File: config.mk
export PLATFORM = sky130hd
export DESIGN_NAME = fbdp_alu
export DESIGN_NICKNAME = d
export VERILOG_FILES = /design/src/design/fbdp_pkg.sv /design/src/design/fbdp_alu.sv
export SDC_FILE = /design/constraint.sdc
export NUM_CORES = 1
export LEC_CHECK = 0
export BUFFER_PORTS_ARGS = -buffer_cell sky130_fd_sc_hd__buf_2
export CAP_MARGIN = 10
export CORE_MARGIN = 4
export CORE_UTILIZATION = 35
export DETAILED_ROUTE_END_ITERATION = 10
export SYNTH_ARGS = -nofsm -noshare
export SYNTH_HDL_FRONTEND = slang
export SYNTH_SLANG_ARGS = --single-unit
File: constraint.sdc
create_clock -name vclk -period 1.1
set_clock_uncertainty 0.15 [all_clocks]
set_input_delay 0 -clock vclk [all_inputs]
set_output_delay 0 -clock vclk [all_outputs]
set_load 0.005 [all_outputs]
File: src/design/fbdp_pkg.sv
// Shared types and constants for the framebuffer dirty page engine.
// No dependencies; fbdp_alu and the engine unit import this package.
`default_nettype none

package fbdp_pkg;

    // Default geometry of the frame store.
    localparam int unsigned SCREEN_WIDTH_DEF  = 128;
    localparam int unsigned SCREEN_HEIGHT_DEF = 64;
    localparam int unsigned PAGE_COUNT_DEF    = 8;

    // Bits per stored byte, and so pixel rows per page.
    localparam int unsigned BYTE_BITS = 8;
    localparam int unsigned PAGE_BITS = 3;

    typedef logic [2:0] t_opcode;

    localparam t_opcode OP_PIXEL_WRITE  = 3'd0;
    localparam t_opcode OP_PIXEL_INVERT = 3'd1;
    localparam t_opcode OP_BYTE_COMBINE = 3'd2;
    localparam t_opcode OP_UPDATE       = 3'd3;
    localparam t_opcode OP_READ_BYTE    = 3'd4;
    localparam t_opcode OP_CLEAR        = 3'd5;

    typedef logic [2:0] t_mode;

    localparam t_mode CM_OR    = 3'd0;
    localparam t_mode CM_WRITE = 3'd1;
    localparam t_mode CM_AND   = 3'd2;
    localparam t_mode CM_XOR   = 3'd3;

    localparam logic [BYTE_BITS-1:0] ALL_PAGES = 8'hFF;

    // Controls handed from the sequencer to the byte combine unit.
    typedef struct packed {
        t_opcode               opcode;
        logic [PAGE_BITS-1:0]  bit_sel;
        logic                  pixel_on;
        logic [BYTE_BITS-1:0]  byte_value;
        t_mode                 mode;
    } t_alu_ctl;

endpackage

`default_nettype wire

File: src/design/fbdp_alu.sv
// Byte combine unit: the one modify step of every read-modify-write on the store.
// Depends on fbdp_pkg for opcodes, combine modes and the control struct.
`default_nettype none

module fbdp_alu
    import fbdp_pkg::*;
(
    input  wire t_alu_ctl             i_ctl,
    input  wire logic [BYTE_BITS-1:0] i_old,
    output logic                      o_we,
    output logic      [BYTE_BITS-1:0] o_new
);

    logic [BYTE_BITS-1:0] bit_mask;

    assign bit_mask = BYTE_BITS'(1) << i_ctl.bit_sel;

    always_comb begin
        o_we  = 1'b1;
        o_new = i_old;
        case (i_ctl.opcode)
            OP_PIXEL_WRITE: begin
                o_new = i_ctl.pixel_on ? (i_old | bit_mask) : (i_old & ~bit_mask);
            end
            OP_PIXEL_INVERT: begin
                o_new = i_old ^ bit_mask;
            end
            OP_BYTE_COMBINE: begin
                case (i_ctl.mode)
                    CM_OR:    o_new = i_old | i_ctl.byte_value;
                    CM_WRITE: o_new = i_ctl.byte_value;
                    CM_AND:   o_new = i_old & i_ctl.byte_value;
                    CM_XOR:   o_new = i_old ^ i_ctl.byte_value;
                    default:  o_we  = 1'b0;
                endcase
            end
            default: begin
                o_we = 1'b0;
            end
        endcase
    end

endmodule

`default_nettype wire

==> key figures, run 1 <==
Yosys
  – Post-Syn Area per Cell: 7.97 µm²
  – Mapped Cells: 101
  – Register area share after synthesis: 0%
  – Synthesized area: 805 µm²
  – Synth cell types: 26
  – Synthesized Nets: 143
  – YS warnings: 0

Route
  – Vias: 1004
  – WL/cell: 12.8 µm
  – ANT nets after route: 0
  – Pre-Repair DR Iteration Count: 4
  – Via density: 5.18
  – Final wirelength: 2.48 mm
  – DRC: 0
  – Initial DRC Count: 15

Outcome
  – Status: finished with violations
  – Failing checks: negative setup slack

Placed design
  – I/O Buffers: 35
  – Pre-CTS setup slack: -315 ps
  – DP Wirelength: 1.97 mm
  – Routability Congestion: 0.808

Worst hold path
  – Hold endpoint: o_we
  – WHS Path Cells: 3
  – HP Class: primary input to primary output
  – Hold Crit Start: i_ctl[17]

STA
  – Setup ws final: -266 ps
  – Final setup violating endpoints: 9
  – Final worst-path cycle share: 124%
  – Fmax achieved: 732 MHz
  – Max_slew headroom: 76.8%
  – Unrepaired setup endpoints after global routing: yes
  – Min Clock Period, post-route: 1370 ps
  – Endpoints failing hold: 0
  – Slew of the pin with the lowest slew margin: 346 ps
  – Final Slew Violations: 0

Floorplan
  – Starting Density: 36.7%
  – Die Ht: 55.9 µm
  – Io pins: 35
  – Core Region: 2190 µm²
  – FP Rows: 17
  – Die extent in x: 55.9 µm
  – Die area: 3130 µm²

Critical path
  – Max stage delay cell, worst path: or4b_4
  – Max FO, Critical Path: 5
  – Cell family with most CP delay: simple AND/OR/NAND/NOR gates
  – Crit Path Class: primary input to primary output
  – CP cell instances: buf_6, or4b_4, buf_12, o211ai_1, o311ai_1, buf_2
  – CP Capture Type: primary output
  – Startpoint types: primary input
  – CP peak stage delay: 590 ps
  – Bufs and invs on worst path: 3
  – Req. time, crit path: 950 ps
  – Critical Path AT: 1220 ps

Run
  – Max-cap viol count: 0

Global route
  – Largest net degree at the start of global routing: 9
  – Grt total ovfl: 0
  – Total GRT Usage: 16.2%
  – First-pass GRT wire length: 4.30 mm
  – Number of global-route vias before repair: 1039
  – Number of antenna violations at the first check in global routing: 0

Cells and area
  – CLK BUF: 0
  – Most common cell after layout, fill and taps aside: buf_4
  – Area Growth Syn to Fin: 87.2%
  – Register area: 0 µm²
  – Most frequent cells in the layout: buf_4 (35), buf_2 (16), buf_6 (16)
  – Nets: 210
  – Seq cells: 0
  – # diodes: 0
  – Share of cells above drive strength 1: 61.4%

Pwr
  – Int Pwr: 0.300 mW
  – Power share of the clock group: 0%
  – Power Density: 333 nW/µm²
  – Total power: 0.501 mW
  – Leak: 0.729 nW
  – Sequential Power Share: 0%
  – Combinational share of power: 100.0%
  – Peak supply drop: 0.000213 V
  – Sw frac: 40.1%
  – Sw power: 0.201 mW

Clock tree
  – Cts hold-fix bufs: 0
[area by class of cell]
| class | instances | area, µm² |
|---|---|---|
| Multi-Input combinational cell | 71 | 795 |
| Timing Repair Buffer | 70 | 573 |
| Inverter | 25 | 104 |
| Tap cell | 28 | 35.0 |
| Fill cell | 190 | 684 |
[timing repair]
item | in CTS | in global routing
setup buffers | 1 | 1
resized for setup | 46 | 6
endpoints found under the setup margin | 9 | 9
pin swaps | 20 | 2
[cell usage after synthesis]
| master | instances | share of area, % |
|---|---|---|
| clkbuf_1 | 1 | 0.47 |
| or4b_1 | 1 | 1.2 |
| mux4_2 | 8 | 22 |
| o311ai_1 | 3 | 3.3 |
| a2111oi_0 | 1 | 1.1 |
| o311ai_0 | 2 | 2.2 |
| or3_2 | 1 | 0.93 |
| nor2_1 | 2 | 0.93 |
| nand3_1 | 1 | 0.62 |
| inv_1 | 25 | 12 |
| ha_1 | 16 | 25 |
| o311a_1 | 1 | 1.2 |
| o21ai_0 | 3 | 1.9 |
| nand2_1 | 10 | 4.7 |
| a21o_1 | 1 | 0.93 |
| a21oi_1 | 3 | 1.9 |
| nand2b_1 | 2 | 1.6 |
| and3_1 | 1 | 0.78 |
| a211o_1 | 4 | 4.4 |
| nor4b_2 | 1 | 1.9 |
| nor2b_1 | 1 | 0.78 |
| buf_2 | 4 | 2.5 |
| o211ai_1 | 6 | 5.6 |
| a311oi_1 | 1 | 1.1 |
| nor3_1 | 1 | 0.62 |
| o21ai_1 | 1 | 0.62 |
[per-layer routing]
layer	track usage, %	vias up	wire length [µm]
met5	0	-	0
met1	18.1	476	1010
met4	1.02	0	14
met3	2.32	2	129
li1	-	500	-
met2	33.1	26	1330
[power by group through the flow]
stage,combinational [mW],sequential (mW),clock [mW]
final,0.501,0,0
after global routing,0.557,0,0
after global placement,0.390,0,0
after floorplan,0.189,0,0
after detailed placement,0.408,0,0
after CTS,0.490,0,0
[cells by family after synthesis]
family,after synthesis,synth area share [%]
compound gates,26,24.1
buf+inv,30,14.6
mux,8,22.4
simple gates,21,14.0
fa+ha+maj,16,24.9
[worst max path at each step]
| stage | startpoint | depth (start not counted) | to | slack, ps |
|---|---|---|---|---|
| 5_1_grt | i_ctl[7] | 7 | o_new[4] | -340 |
| 3_3_place_gp | i_ctl[4] | 6 | o_new[1] | -290 |
| 6_report | i_ctl[2] | 6 | o_new[4] | -270 |
| 4_1_cts | i_old[1] | 6 | o_new[1] | -260 |
| 2_1_floorplan | i_ctl[17] | 4 | o_new[1] | -70 |
| 3_5_place_dp | i_ctl[4] | 6 | o_new[1] | -310 |
[through the flow]
step	util, %	instance area (µm²)	TNS, ps	instances	hold slack, ps
final	68.8	1510	-1760	194	128
after global placement	57.5	1260	-2150	192	206
after detailed placement	57.5	1260	-2350	192	242
after global routing	68.8	1510	-2190	194	136
after floorplan	-	820	-115	101	-61.1
after CTS	67.3	1470	-1700	193	149
(Power assumes the default switching activity.)
==> inputs of run 2 (changes only) <==
CORE_UTILIZATION = 40   (was 35)
PLACE_DENSITY = 0.72   (was unset)
==> run 2 against run 1 <==
The run still ends with negative setup slack left. Die area fell by 11%. Wire length rose by 22%. Combinational power rose by 8.6%. Final cell count rose by 0.52%. Via count rose by 5.4%. Largest cell class unchanged. Largest power group unchanged.
==> key figures, run 2 (synthesis results as in run 1) <==
Critical path
  – Critical Path AT: 1260 ps
  – CP peak stage delay: 590 ps
  – Cell family with most CP delay: simple AND/OR/NAND/NOR gates
  – CP cell instances: buf_8, or4b_4, o311a_1, a211o_1, buf_2
  – CP startpoint: i_ctl[17]
  – CP Capture Type: primary output
  – Max stage delay cell, worst path: or4b_4
  – Req. time, crit path: 950 ps
  – Worst Setup EP: o_new[1]
  – Worst path depth: 5
  – Startpoint types: primary input
  – Max FO, Critical Path: 6
  – Crit Path Class: primary input to primary output
  – Bufs and invs on worst path: 2

Global route
  – First-pass GRT wire length: 4.68 mm
  – Number of antenna violations at the first check in global routing: 0
  – Grt total ovfl: 0
  – Total GRT Usage: 22.0%
  – Number of global-route vias before repair: 1057
  – Largest net degree at the start of global routing: 9

Floorplan
  – Die Ht: 52.8 µm
  – Io pins: 35
  – Die extent in x: 52.8 µm
  – Die area: 2790 µm²
  – Core Region: 1820 µm²
  – Starting Density: 44.2%
  – FP Rows: 15

Cells and area
  – Final std cells w/o fill: 195
  – Share of cells above drive strength 1: 65.9%
  – Most common cell after layout, fill and taps aside: buf_4
  – Most frequent cells in the layout: buf_4 (36), buf_6 (20), buf_2 (15)
  – Register area: 0 µm²
  – Seq cells: 0
  – # diodes: 0
  – Final Util: 86.9%
  – CLK BUF: 0
  – Nets: 214
  – Area Growth Syn to Fin: 96.6%
  – Finished Cell Area: 1580 µm²

STA
  – Endpoints failing hold: 0
  – Final setup violating endpoints: 9
  – Slew of the pin with the lowest slew margin: 354 ps
  – Max_slew headroom: 76.0%
  – Min Clock Period, post-route: 1410 ps
  – Final Slew Violations: 0
  – Fmax achieved: 710 MHz
  – Unrepaired setup endpoints after global routing: yes
  – Hold slack: 266 ps
  – TNS Setup: -2080 ps
  – Final worst-path cycle share: 128%
  – Setup ws final: -308 ps

Pwr
  – Int Pwr: 0.317 mW
  – Power share of the clock group: 0%
  – Peak supply drop: 0.000215 V
  – Combinational share of power: 100.0%
  – Leak: 0.757 nW
  – Power Density: 344 nW/µm²
  – Sequential Power Share: 0%
  – Sw power: 0.227 mW
  – Sw frac: 41.7%
  – Total power: 0.544 mW

Route
  – Pre-Repair DR Iteration Count: 4
  – DRC: 0
  – Via density: 5.43
  – ANT nets after route: 0
  – Vias: 1058
  – WL/cell: 15.6 µm
  – Initial DRC Count: 9
  – Final wirelength: 3.03 mm

Placed design
  – Pre-CTS setup slack: -302 ps
  – Placed cell count: 191
  – I/O Buffers: 35
  – DP Wirelength: 1.99 mm
  – Post-DP Area: 1260 µm²
  – Routability Congestion: 0.825

Outcome
  – Failing checks: negative setup slack
  – Status: finished with violations

Worst hold path
  – HP Class: primary input to primary output

Run
  – Max-cap viol count: 0

Clock tree
  – Cts hold-fix bufs: 0
run 2: power by group through the flow:
stage	logic, mW	registers, mW	clock network, mW
finish	0.544	0	0
global route	0.592	0	0
CTS	0.497	0	0
detailed placement	0.408	0	0
global placement	0.388	0	0
floorplan	0.189	0	0
run 2: final cells by class:
type,count,area (µm²)
Fill cell,93,239
Inverter,25,106
Multi-Input combinational cell,71,828
Tap cell,25,31.3
Timing Repair Buffer,74,616
run 2: layer usage:
metal	GRT usage, %	vias to the layer above	part of all wire (%)	wire length (µm)
met5	0	-	0	0
met2	46.5	34	57	1720
li1	-	515	-	-
met3	0.570	8	3.5	106
met1	23.7	501	37	1110
met4	3.40	0	3.1	94
run 2: worst min-delay path by stage:
| stage | from | endpoint | slack, ps | depth (start not counted) |
|---|---|---|---|---|
| after floorplan | i_ctl[16] | o_we | -60 | 1 |
| after CTS | i_ctl[16] | o_we | 220 | 3 |
| after global placement | i_ctl[16] | o_we | 210 | 3 |
| after detailed placement | i_ctl[16] | o_we | 260 | 3 |
| final | i_ctl[16] | o_we | 270 | 3 |
| after global routing | i_ctl[16] | o_we | 280 | 3 |
run 2: tightest hold or removal path, stage by stage:
cell	delay, ps
buf_2	150
o21ai_1	120
buf_2	140
run 2: timing repair:
| item | CTS | global route |
|---|---|---|
| pin swaps | 22 | 13 |
| resized for setup | 49 | 17 |
| buffers inserted | 3 | 1 |
| gates cloned | 0 | 0 |
| setup endpoints to repair | 9 | 9 |
==> inputs of run 3 (changes only) <==
PLACE_DENSITY = 0.79   (was 0.72)
==> run 3 against run 2 <==
The run still ends with negative setup slack left. Utilization up 4.3 points. Final area is 4.9% higher. Via count grew 7.8%. Hold slack improved by 24 ps. Global-route usage increased by 1.3 points. Largest power group unchanged. Highest routed layer unchanged.
==> key figures, run 3 (synthesis results as in run 1) <==
Floorplan
  – Die area: 2790 µm²
  – Io pins: 35
  – Starting Density: 44.2%
  – Die Ht: 52.8 µm
  – FP Rows: 15
  – Core Region: 1820 µm²
  – Die extent in x: 52.8 µm

Route
  – DRC: 0
  – DR WL met2: 1.87 mm
  – Via density: 5.73
  – ANT nets after route: 0
  – Final wirelength: 3.37 mm
  – WL/cell: 16.9 µm
  – Metal3 WL: 224 µm
  – Vias: 1140
  – Top sig layer: met4
  – Pre-Repair DR Iteration Count: 4
  – Routed met1 length: 1.14 mm
  – Initial DRC Count: 26

Cells and area
  – Register area: 0 µm²
  – Area of the multi-input gates: 858 µm²
  – CLK BUF: 0
  – Fill cell count: 80
  – Final std cells w/o fill: 199
  – Share of cells above drive strength 1: 70.1%
  – Most frequent cells in the layout: buf_4 (39), buf_2 (19), buf_6 (12)
  – # diodes: 0
  – Nets: 218
  – Most common cell after layout, fill and taps aside: buf_4
  – Area Growth Syn to Fin: 106%
  – Seq cells: 0

Global route
  – Grt total ovfl: 0
  – Largest net degree at the start of global routing: 9
  – Number of antenna violations at the first check in global routing: 0
  – Number of global-route vias before repair: 1164
  – Total GRT Usage: 23.3%
  – First-pass GRT wire length: 4.96 mm

Placed design
  – I/O Buffers: 35
  – Placed cell count: 192
  – Routability Congestion: 0.839
  – DP Wirelength: 2.20 mm

Outcome
  – Status: finished with violations
  – Failing checks: negative setup slack

STA
  – Endpoints failing hold: 0
  – Setup ws final: -272 ps
  – Final Slew Violations: 0
  – Hold slack: 289 ps
  – Fmax achieved: 729 MHz
  – Final worst-path cycle share: 125%
  – Unrepaired setup endpoints after global routing: yes
  – Final setup violating endpoints: 9
  – Slew of the pin with the lowest slew margin: 328 ps
  – Max_slew headroom: 78.1%
  – Min Clock Period, post-route: 1370 ps

Critical path
  – CP Capture Type: primary output
  – Crit Path Class: primary input to primary output
  – Critical Path AT: 1220 ps
  – Max FO, Critical Path: 7
  – Req. time, crit path: 950 ps
  – Startpoint types: primary input

Pwr
  – Power Density: 356 nW/µm²
  – Peak supply drop: 0.000243 V
  – Leak: 0.783 nW

Worst hold path
  – WHS Path Cells: 4
  – HP Class: primary input to primary output

Run
  – Max-cap viol count: 0

Clock tree
  – Cts hold-fix bufs: 0
==> run 3: cell types whose count changed in the layout (fill, tap and decap cells not counted), sizes merged <==
cell  previous run  this run
buf             74        78
==> run 3: final cells by class <==
class,count,area share [%]
multi-input combinational,71,51.7
timing repair buffer,78,39.1
inverter,25,7.32
tap,25,1.89
==> run 3: through the flow <==
step	utilization [%]	TNS [ps]	setup WS, ps	power, mW	instance area (µm²)
finish	91.1	-1880	-272	0.591	1660
detailed placement	70.2	-2300	-324	0.424	1280
global placement	70.2	-1980	-286	0.396	1280
global route	91.1	-2200	-308	0.639	1660
floorplan	-	-115	-72.6	0.189	820
CTS	86.9	-1570	-278	0.539	1580
==> run 3: what timing repair did <==
item,in CTS,in global routing
setup endpoints to repair,9,9
setup buffers,4,3
hold endpoints to repair,0,0
resized for setup,64,15
pin swaps,22,8
==> run 3: final timing paths <==
path                   from        to  slack, ps
setup / recovery  i_ctl[15]  o_new[6]       -270
hold / removal    i_ctl[17]  o_new[3]        290
==> run 3: power by group <==
| group | switching [mW] | leakage [nW] | internal [mW] |
|---|---|---|---|
| clock network | 0 | 0 | 0 |
| registers | 0 | 0 | 0 |
| logic | 0.251 | 0.783 | 0.340 |
| total | 0.251 | 0.783 | 0.340 |
==> run 3: worst max-delay path, cell delays in order <==
cell and delay (ps):
buf_8 100, or4b_4 590, buf_6 150, o211ai_1 100, o311ai_2 130, buf_2 140
==> run 3: routing by layer <==
| layer | track usage [%] | up-vias |
|---|---|---|
| li1 | - | 519 |
| met1 | 21.9 | 544 |
| met2 | 50.8 | 61 |
| met3 | 1.99 | 16 |
| met4 | 6.38 | 0 |
| met5 | 0 | - |
